File: src/sv/upd_pkg.sv
package upd_pkg;

  localparam logic [7:0] PctChar = 8'h25;
  localparam int unsigned MaxOut = 3;
  localparam int unsigned QDepth = 4;
  localparam int unsigned QPtrW = $clog2(QDepth);

  // one decoded run: up to three bytes caused by one input word
  typedef struct packed {
    logic [MaxOut-1:0][7:0] data;
    logic [1:0]             cnt;   // number of valid bytes, 1..3
    logic                   last;  // run closes the string
  } run_t;

  function automatic logic is_hex(input logic [7:0] c);
    return (c >= 8'h30 && c <= 8'h39) || (c >= 8'h61 && c <= 8'h66) ||
           (c >= 8'h41 && c <= 8'h46);
  endfunction

  function automatic logic [3:0] hex_val(input logic [7:0] c);
    logic [7:0] v;
    v = 8'h00;
    if (c >= 8'h30 && c <= 8'h39) begin
      v = c - 8'h30;
    end else if (c >= 8'h61 && c <= 8'h66) begin
      v = c - 8'h57;
    end else if (c >= 8'h41 && c <= 8'h46) begin
      v = c - 8'h37;
    end
    return v[3:0];
  endfunction

endpackage

File: src/sv/upd_front.sv
module upd_front (
  input  logic          clk_i,
  input  logic          rst_ni,
  input  logic          accept_i,
  input  logic [7:0]    in_byte_i,
  input  logic          in_last_i,
  output logic          push_o,
  output upd_pkg::run_t run_o
);
  import upd_pkg::*;

  logic [1:0] pcnt_q, pcnt_d;
  logic [7:0] digit_q, digit_d;
  logic [1:0] n;
  run_t       run;

  always_comb begin
    pcnt_d = pcnt_q;
    digit_d = digit_q;
    n = 2'd0;
    run = '0;

    case (pcnt_q)
      2'd1: begin
        if (is_hex(in_byte_i)) begin
          digit_d = in_byte_i;
          pcnt_d = 2'd2;
        end else begin
          pcnt_d = 2'd0;
          run.data[n] = PctChar;
          n = n + 2'd1;
          if (in_byte_i == PctChar) begin
            pcnt_d = 2'd1;
          end else begin
            run.data[n] = in_byte_i;
            n = n + 2'd1;
          end
        end
      end
      2'd2: begin
        pcnt_d = 2'd0;
        if (is_hex(in_byte_i) && is_hex(digit_q)) begin
          run.data[n] = {hex_val(digit_q), hex_val(in_byte_i)};
          n = n + 2'd1;
        end else begin
          run.data[n] = PctChar;
          n = n + 2'd1;
          run.data[n] = digit_q;
          n = n + 2'd1;
          if (in_byte_i == PctChar) begin
            pcnt_d = 2'd1;
          end else begin
            run.data[n] = in_byte_i;
            n = n + 2'd1;
          end
        end
      end
      default: begin
        pcnt_d = 2'd0;
        if (in_byte_i == PctChar) begin
          pcnt_d = 2'd1;
        end else begin
          run.data[n] = in_byte_i;
          n = n + 2'd1;
        end
      end
    endcase

    // end of string: flush whatever is still held
    if (in_last_i) begin
      if (pcnt_d != 2'd0 && n != 2'd3) begin
        run.data[n] = PctChar;
        n = n + 2'd1;
      end
      if (pcnt_d == 2'd2 && n != 2'd3) begin
        run.data[n] = digit_d;
        n = n + 2'd1;
      end
      pcnt_d = 2'd0;
      digit_d = 8'h00;
    end

    run.cnt = n;
    run.last = in_last_i;
  end

  assign push_o = accept_i && (n != 2'd0);
  assign run_o = run;

  always_ff @(posedge clk_i or negedge rst_ni) begin
    if (!rst_ni) begin
      pcnt_q <= 2'd0;
      digit_q <= 8'h00;
    end else if (accept_i) begin
      pcnt_q <= pcnt_d;
      digit_q <= digit_d;
    end
  end

endmodule

File: src/sv/upd_queue.sv
module upd_queue (
  input  logic          clk_i,
  input  logic          rst_ni,
  input  logic          push_i,
  input  upd_pkg::run_t push_run_i,
  output logic          full_o,
  input  logic          pop_i,
  output logic          empty_o,
  output upd_pkg::run_t head_o
);
  import upd_pkg::*;

  run_t             mem_q [QDepth];
  logic [QPtrW-1:0] wr_ptr_q, rd_ptr_q;
  logic [QPtrW:0]   fill_q;

  assign full_o  = (fill_q == QPtrW'(0) + (QPtrW+1)'(QDepth));
  assign empty_o = (fill_q == '0);
  assign head_o  = mem_q[rd_ptr_q];

  always_ff @(posedge clk_i) begin
    if (push_i) begin
      mem_q[wr_ptr_q] <= push_run_i;
    end
  end

  always_ff @(posedge clk_i or negedge rst_ni) begin
    if (!rst_ni) begin
      wr_ptr_q <= '0;
      rd_ptr_q <= '0;
      fill_q <= '0;
    end else begin
      if (push_i) begin
        wr_ptr_q <= wr_ptr_q + QPtrW'(1);
      end
      if (pop_i) begin
        rd_ptr_q <= rd_ptr_q + QPtrW'(1);
      end
      if (push_i && !pop_i) begin
        fill_q <= fill_q + (QPtrW+1)'(1);
      end else if (pop_i && !push_i) begin
        fill_q <= fill_q - (QPtrW+1)'(1);
      end
    end
  end

endmodule

File: src/sv/upd_back.sv
module upd_back (
  input  logic          clk_i,
  input  logic          rst_ni,
  input  logic          empty_i,
  input  upd_pkg::run_t head_i,
  output logic          pop_o,
  output logic          out_valid_o,
  input  logic          out_ready_i,
  output logic [7:0]    out_byte_o,
  output logic          string_end_o,
  output logic          run_end_o
);
  import upd_pkg::*;

  logic [1:0] idx_q;
  logic       valid_q;
  logic [7:0] byte_q;
  logic       send_q, rend_q;
  logic       load, final_byte;

  // refill the output register whenever it is empty or being drained
  assign load = !empty_i && (!valid_q || out_ready_i);
  assign final_byte = (idx_q == head_i.cnt - 2'd1);
  assign pop_o = load && final_byte;

  always_ff @(posedge clk_i or negedge rst_ni) begin
    if (!rst_ni) begin
      idx_q <= 2'd0;
      valid_q <= 1'b0;
    end else begin
      if (load) begin
        valid_q <= 1'b1;
        idx_q <= final_byte ? 2'd0 : idx_q + 2'd1;
      end else if (out_ready_i) begin
        valid_q <= 1'b0;
      end
    end
  end

  always_ff @(posedge clk_i) begin
    if (load) begin
      byte_q <= head_i.data[idx_q];
      rend_q <= final_byte;
      send_q <= final_byte && head_i.last;
    end
  end

  assign out_valid_o = valid_q;
  assign out_byte_o = byte_q;
  assign string_end_o = send_q;
  assign run_end_o = rend_q;

endmodule

File: src/sv/url_percent_decode.sv
// URL percent decoder.
// Input channel (in_valid_i/in_ready_o): one encoded byte per word, in_last_i
// on the final byte of a string. Output channel (out_valid_o/out_ready_i):
// one decoded byte per word; run_end_o marks the last byte caused by one
// input word, string_end_o the last byte of the string.
// The front stage decodes each accepted word combinationally into a run of
// 0..3 bytes and pushes non-empty runs into a 4-entry queue; the back stage
// drains runs into the output register one byte per cycle while it is free.
// The first byte caused by an input word passes through a queue entry and
// then the output register before it is on the output.
// Throughput: one input word per cycle while each word yields at most one
// byte and the receiver keeps up; a word that yields several bytes sends
// them one byte per cycle from the output register while they are taken.
// in_ready_o drops only when the queue is full, so a stalled receiver backs
// up through the queue before the source is held off.
// Reset clears the pending escape state, the queue and the output valid flag.
module url_percent_decode (
  input  logic       clk_i,
  input  logic       rst_ni,
  input  logic       in_valid_i,
  output logic       in_ready_o,
  input  logic [7:0] in_byte_i,
  input  logic       in_last_i,
  output logic       out_valid_o,
  input  logic       out_ready_i,
  output logic [7:0] out_byte_o,
  output logic       string_end_o,
  output logic       run_end_o
);
  import upd_pkg::*;

  logic accept, push, pop, full, empty;
  run_t push_run, head;

  assign in_ready_o = !full;
  assign accept = in_valid_i && !full;

  upd_front u_front (
    .clk_i     (clk_i),
    .rst_ni    (rst_ni),
    .accept_i  (accept),
    .in_byte_i (in_byte_i),
    .in_last_i (in_last_i),
    .push_o    (push),
    .run_o     (push_run)
  );

  upd_queue u_queue (
    .clk_i      (clk_i),
    .rst_ni     (rst_ni),
    .push_i     (push),
    .push_run_i (push_run),
    .full_o     (full),
    .pop_i      (pop),
    .empty_o    (empty),
    .head_o     (head)
  );

  upd_back u_back (
    .clk_i        (clk_i),
    .rst_ni       (rst_ni),
    .empty_i      (empty),
    .head_i       (head),
    .pop_o        (pop),
    .out_valid_o  (out_valid_o),
    .out_ready_i  (out_ready_i),
    .out_byte_o   (out_byte_o),
    .string_end_o (string_end_o),
    .run_end_o    (run_end_o)
  );

endmodule

File: config.mk
export PLATFORM = sky130hd
export DESIGN_NAME = url_percent_decode
export DESIGN_NICKNAME = d
export VERILOG_FILES = /design/src/sv/upd_pkg.sv /design/src/sv/upd_front.sv /design/src/sv/upd_queue.sv /design/src/sv/upd_back.sv /design/src/sv/url_percent_decode.sv
export SDC_FILE = /design/constraint.sdc
export NUM_CORES = 1
export LEC_CHECK = 0
export BUFFER_PORTS_ARGS = -buffer_cell sky130_fd_sc_hd__buf_2
export CAP_MARGIN = 20
export CORE_MARGIN = 5
export CORE_UTILIZATION = 55
export CTS_CLUSTER_SIZE = 30
export DETAILED_ROUTE_END_ITERATION = 8
export GPL_ROUTABILITY_DRIVEN = 0
export PLACE_DENSITY = 0.75
export SYNTH_ARGS = -nofsm -noshare
export SYNTH_HDL_FRONTEND = slang
export SYNTH_HIERARCHICAL = 1
export SYNTH_SLANG_ARGS = --single-unit
export TNS_END_PERCENT = 100
File: constraint.sdc
create_clock -name clk_i -period 4.7 [get_ports clk_i]
set_clock_uncertainty 0.05 [all_clocks]
set_input_delay 0.235 -clock clk_i [delete_from_list [all_inputs] [get_ports clk_i]]
set_output_delay 0.235 -clock clk_i [all_outputs]
set_load 0.05 [all_outputs]
**Word-level counts from Yosys, hierarchy flattened**

Memory sizes are Yosys's and may differ from the RTL's.
Cells that the tools add are included.

- Add/subtract/negate cells: 14
- Order comparisons: 17
- Eq/ne operators: 8
- Multiplexer cells: 49
- Bitwise gates (word level): 3
- Reduce and logical (&&, ||, !) cells: 33

Operator list:

| cell | number |
|---|---|
| 24-bit 2-to-1 mux | 4 |
| 8-bit 2-to-1 mux | 9 |
| 8-bit demux with 2-bit select | 2 |
| 8-bit by 7-bit >= comparator with 1-bit output (second input constant) | 4 |
| 8-bit by 7-bit less-or-equal comparator with 1-bit output (second input constant) | 4 |
| 16-bit 2-to-1 mux | 2 |
| 8-bit one-hot mux with 2 select lines | 2 |
| 24-bit bitwise mux | 1 |
| 4-bit 2-to-1 mux | 6 |
| 2-bit 2-to-1 mux | 11 |
| 1-bit logical AND | 18 |
| 8-bit binary-select mux with 2-bit select | 1 |
| 8-bit by 6-bit >= comparator with 1-bit output (second input constant) | 2 |
| 8-bit by 6-bit less-or-equal comparator with 1-bit output (second input constant) | 2 |
| 4-bit by 3-bit subtractor with 4-bit output (second input constant) | 4 |
| 15-bit bitwise AND | 1 |
| 15-bit NOT | 1 |
| 2-bit by 1-bit adder with 2-bit output (second input constant) | 5 |
| 2-bit by 3-bit less-than comparator with 1-bit output (second input constant) | 3 |
| 9-bit bitwise OR | 1 |
| 8-bit by 6-bit == test with 1-bit output (second input constant) | 1 |
| 2-bit one-hot mux with 2 select lines | 2 |
| 2-bit nonzero test | 4 |
| 4-bit by 1-bit subtractor with 4-bit output (second input constant) | 2 |
| 14 further kinds | 32 |

- Register bits: 30
- Memory bits (writable): 108
- Bits of input ports: 13
- Output and inout bits: 12
- Memories kept: 1

Memory list:

| memory | words | bits a word | read ports | clocked after Yosys merged registers in | write ports | RTL line | source |
|---|---|---|---|---|---|---|---|
| u_queue.mem_q | 4 | 27 | 1 | 0 | 1 | upd_queue.sv:13 | `run_t mem_q [QDepth];` |

**Logic depth before layout (Yosys ltp)**

- Depth after elaboration: 21
- Mapped depth: 23
- Depth with buffers taken out: 23

**Hierarchy**

Netlist, hierarchy kept.

By module, submodules not included:

| module | instances | cells an instance | area each (µm²) | seq. area each (µm²) |
|---|---|---|---|---|
| upd_queue | 1 | 175 | 4299.1 | 3418.3 |
| upd_front | 1 | 230 | 1764.2 | 250.2 |
| upd_back | 1 | 58 | 660.6 | 375.4 |
| url_percent_decode | 1 | 2 | 10.0 | 0.0 |

**Worst setup path after synthesis**

No wires, ideal clock.

- Kind: register to register
- Start: register u_front.digit_q[0]
- End: register u_queue.fill_q[1]
- Arrival time: 4.729 ns
- Data required time: 4.525 ns
- Slack: -0.204 ns
- Stages on the path, launching flop included: 21
- Path buffers: 1
- Clock period less this slack: 4.904 ns
- Path through: dfrtp_1 > inv_1 > ha_1 > o21bai_4 > a2111oi_4 > o22ai_2 > and2_4 > buf_6 > o21a_1 > ha_1 > a31oi_2 > xnor2_1 > ha_1 > or2_0 > and3_1 > o21a_1 > o31a_1 > ha_1 > inv_1 > fa_1 > mux2_2

- Longest elaborated chain between the ends: 20
- Elaborated cells on any way between the ends: 35

RTL lines:

| item | RTL line | source |
|---|---|---|
| from (decl) | upd_front.sv:13 | `logic [7:0] digit_q, digit_d;` |
| from (signal assigned) | upd_front.sv:96 | `digit_q <= digit_d;` |
| 8-bit by 6-bit >= comparator with 1-bit output, or another cell as far along | upd_pkg.sv:16 | `return (c >= 8'h30 && c <= 8'h39) \|\| (c >= 8'h61 && c <= 8'h66) \|\|` |
| 1-bit logical AND | upd_pkg.sv:16 |  |
| 1-bit logical OR | upd_pkg.sv:16 |  |
| 1-bit logical OR * | upd_pkg.sv:16 |  |
| 1-bit logical AND * | upd_front.sv:42 | `if (is_hex(in_byte_i) && is_hex(digit_q)) begin` |
| branches (longest 9 deep; another with 2-bit by 1-bit adder with 2-bit output) | -- |  |
| 2-bit 2-to-1 mux * | upd_front.sv:70 | `if (in_last_i) begin` |
| 2-bit nonzero test * | upd_front.sv:87 | `assign push_o = accept_i && (n != 2'd0);` |
| 1-bit logical AND * | upd_front.sv:87 |  |
| net push | url_percent_decode.sv:32 | `logic accept, push, pop, full, empty;` |
| 1-bit logical NOT | upd_queue.sv:41 | `end else if (pop_i && !push_i) begin` |
| 1-bit logical AND | upd_queue.sv:41 |  |
| 2-bit nonzero test (no source line) | -- |  |
| to (signal assigned) | upd_queue.sv:40 | `fill_q <= fill_q + (QPtrW+1)'(1);` |
| to (signal assigned) | upd_queue.sv:42 | `fill_q <= fill_q - (QPtrW+1)'(1);` |
| to (decl) | upd_queue.sv:15 | `logic [QPtrW:0] fill_q;` |

Mark *: on every way through the listed nets, which the timed path passes. The select of a mux whose other input is x is not followed.
A chain may end at the register's enable or synchronous reset.

**Worst setup path in the final report**

- Start: register u_front.digit_q[7]
- End: register u_queue.fill_q[1]

The elaborated chain is that of the path after synthesis.

==> results_dict.tcl <==
set metrics [dict create \
    cp-end-kind "flip-flop" \
    syn_nets 502 \
    ys.flop_type "edfxtp_1" \
    cts.clk_slew.worst_paths_ns 0.06 \
    numClockSinks 138 \
    synth_fa_ha_area_share_pct 4.57 \
    drv_slew 0 \
    grt_antenna_before_repair 0 \
    drc 0 \
    final_area_um2 7860 \
    fp.dieH_um 121 \
    critPathRequiredTime_ns 4.96 \
    p_leak_uw 0.00282 \
    drt_iter0_markers 564 \
    drive_gt1_share_pct 26.1 \
    fmax_mhz 219 \
    overflow 0 \
    grt_pass1_wl_mm 23.7 \
    yosysSeqAreaShare_pct 60.1 \
    ys_ff_latch 138 \
    synth_compound_area_share_pct 11.1 \
    cts_buffer_depth 2 \
    areaGrowthSynthToFinish_pct 16.7 \
    finalNetCount 556 \
    yosysUniqueCellTypes 71 \
    status "finished, final reports clean" \
    syn_area_per_cell_um2 14.5 \
    yosysMostFrequentCell "edfxtp_1" \
    viasPerCell 6.32 \
    yosys.area_share.xor_xnor_pct 1.43 \
    r2r_cells 17 \
    clk_latency_ns 0.42 \
    worst_pin_slew_ns 0.868 \
    fin_crit_sh_pct 97.1 \
    hold_viol_final 0 \
    die-area_um2 14600 \
    cts-root-buf "clkbuf_16" \
    synthMuxAreaShare_pct 10.9 \
    reg2reg_slack_ns 0.14 \
    fin_total_pwr_uw 4360 \
    cts_tree "yes" \
    synthSimpleGateAreaFrac_pct 8.75 \
    grt_max_degree 29 \
    die_x_um 121 \
    startpoint "u_front/digit_q[7]" \
    endpoint "u_queue/fill_q[1]" \
    crit_path_start_kind "flip-flop" \
    synthTopCellsByArea "edfxtp_1 53%, mux4_2 8.7%, dfrtp_1 7.4%" \
    coreArea_um2 12000 \
    power.density_nw_per_um2 555 \
    rows 40 \
    synth_top_family_by_area "compound AO/OA/AOI/OAI gates" \
    yosysTopAreaCell "edfxtp_1" \
    grt_usage_pct 21.7 \
    wl_mm 14.9 \
    wl_per_cell_um 22.0 \
    netlist_area_um2 6730 \
    timing.slew.headroom_pct 42.0 \
    netlist_instances 465 \
    rr_endpoint "u_queue/fill_q[1]" \
    synth_edf_count 118 \
    htree_levels 4 \
    maxCapViolations 0 \
    hold_class "input port to flip-flop" \
    setup_viol 0 \
    r2r-start "u_front/digit_q[7]" \
    peakVddDrop_v 0.000269 \
    arrival_ns 4.82 \
    yosysWarnings 6 \
    vias 4293 \
    grt_use_met1_pct 28.5 \
    diodes 0 \
    worstPathMaxFanout 7 \
    io_buffers 24 \
    gr-usage-met2_pct 35.5 \
    dp_hpwl_mm 9.51 \
    min_period_ns 4.56 \
    start_util_pct 56.1 \
    criticalPathCategory "flip-flop to flip-flop" \
    ios 25 \
    netlist_top_cells_count "118 x edfxtp_1, 35 x nand2_1, 26 x mux4_2" \
    yosysTopAreaCellShare_pct 52.6 \
    grt_busiest_layer "met2" \
    first_global_vias 4314 \
    placed_area_um2 7120 \
    numCtsBuffers 17 \
    async_flop_share_pct 14.5 \
    grt_use_met3_pct 5.47 \
    drtAntennaViolNets 0 \
    first_pass_iters 5 \
]
## flip-flops by register name, summed over array words and instances, names as in the netlist
signal / flops
u_back/string_end_o: 1
u_queue/wr_ptr_q: 2
u_back/out_valid_o: 1
u_front/digit_q: 8
u_queue/mem_q: 108
u_back/run_end_o: 1
u_queue/fill_q: 3
u_front/pcnt_q: 2
u_back/idx_q: 2
u_back/out_byte_o: 8
u_queue/rd_ptr_q: 2
## layer usage
metal / part of all wire [%] / vias up
met1: 39 / 2126
li1: - / 1912
met5: 0 / -
met4: 2.5 / 0
met3: 8.4 / 43
met2: 50 / 212
## worst min-delay path by stage
| stage | start | endpoint | slack, ns | cells past startpoint |
|---|---|---|---|---|
| floorplan | rst_ni | u_back/idx_q[0] | -0.11 | 0 |
| global placement | rst_ni | u_queue/fill_q[0] | 0.16 | 1 |
| CTS | out_ready_i | u_back/out_valid_o | 0.07 | 3 |
| detailed placement | rst_ni | u_queue/fill_q[0] | 0.18 | 1 |
| global route | out_ready_i | u_back/out_valid_o | 0.09 | 3 |
| finish | out_ready_i | u_back/out_valid_o | 0.08 | 3 |
## placed cells by master (no fill, tap or decap), drive strengths merged, types with 4 or more instances in the layout
master,count
edfxtp,118
buf,54
nand2,35
mux4,27
clkbuf,24
ha,23
inv,21
dfrtp,20
o21ai,20
nor2,16
a21oi,14
and2,12
mux2i,11
nand3,10
nor3,10
a22oi,8
a22o,8
xnor2,7
o22ai,7
nor2b,5
clkinvlp,5
nand2b,5
a21o,4
xor2,4
o21a,4
o32ai,4
## what timing repair did
action                                  4_1_cts  5_1_grt
gates resized for setup                       0       11
endpoints found under the setup margin        0       51
endpoints found under the hold margin        20        0
setup buffers                                 0        5
hold buffers                                  1        0
## cell families (layout without fill, tap and decap cells)
kind of cell,Yosys count,count (layout)
buffers and inverters,41,108
AND/OR/NAND/NOR,113,113
XOR/XNOR,11,11
adder cells (fa/ha/maj),24,24
AO/OA/AOI/OAI,99,99
flip-flops,138,138
multiplexers,39,39
## worst max-delay path, stage by stage (launching register included)
cell      delay (ns)
dfrtp_2         0.44
or4b_4          0.56
a311oi_4        0.31
o22ai_2         0.11
and2_4          0.18
o21a_4          0.23
ha_4            0.17
a31oi_4         0.26
xnor2_2         0.12
ha_2            0.20
or2_1           0.22
and3_1          0.19
o21a_1          0.19
o31a_1          0.30
ha_2            0.19
inv_1           0.07
fa_1            0.40
mux2_2          0.26
## area by class of cell
class | instances | area (um^2)
clock inverter | 8 | 103
sequential | 138 | 4050
clock buffer | 24 | 536
inverter | 21 | 78.8
fill | 856 | 4150
tap | 147 | 184
multi-input combinational | 286 | 2560
timing repair buffer | 55 | 355
## through the flow
stage | instances | setup WS, ns | utilization [%] | hold WS, ns | setup TNS [ns]
floorplan | 465 | 0.0170 | - | -0.111 | 0
global placement | 641 | 0.206 | 59.3 | 0.164 | 0
detailed placement | 641 | 0.0369 | 59.3 | 0.177 | 0
CTS | 674 | 0.0532 | 64.7 | 0.0687 | 0
global route | 679 | -0.0276 | 65.4 | 0.0910 | -0.111
finish | 679 | 0.137 | 65.4 | 0.0821 | 0
## power by group
part,internal [uW],total (uW),leakage [uW],switching [uW]
sequential,1650,1750,0.00135,100
combinational,488,1230,0.00117,739
clock,903,1390,0.000296,484
(Power assumes the default switching activity.)
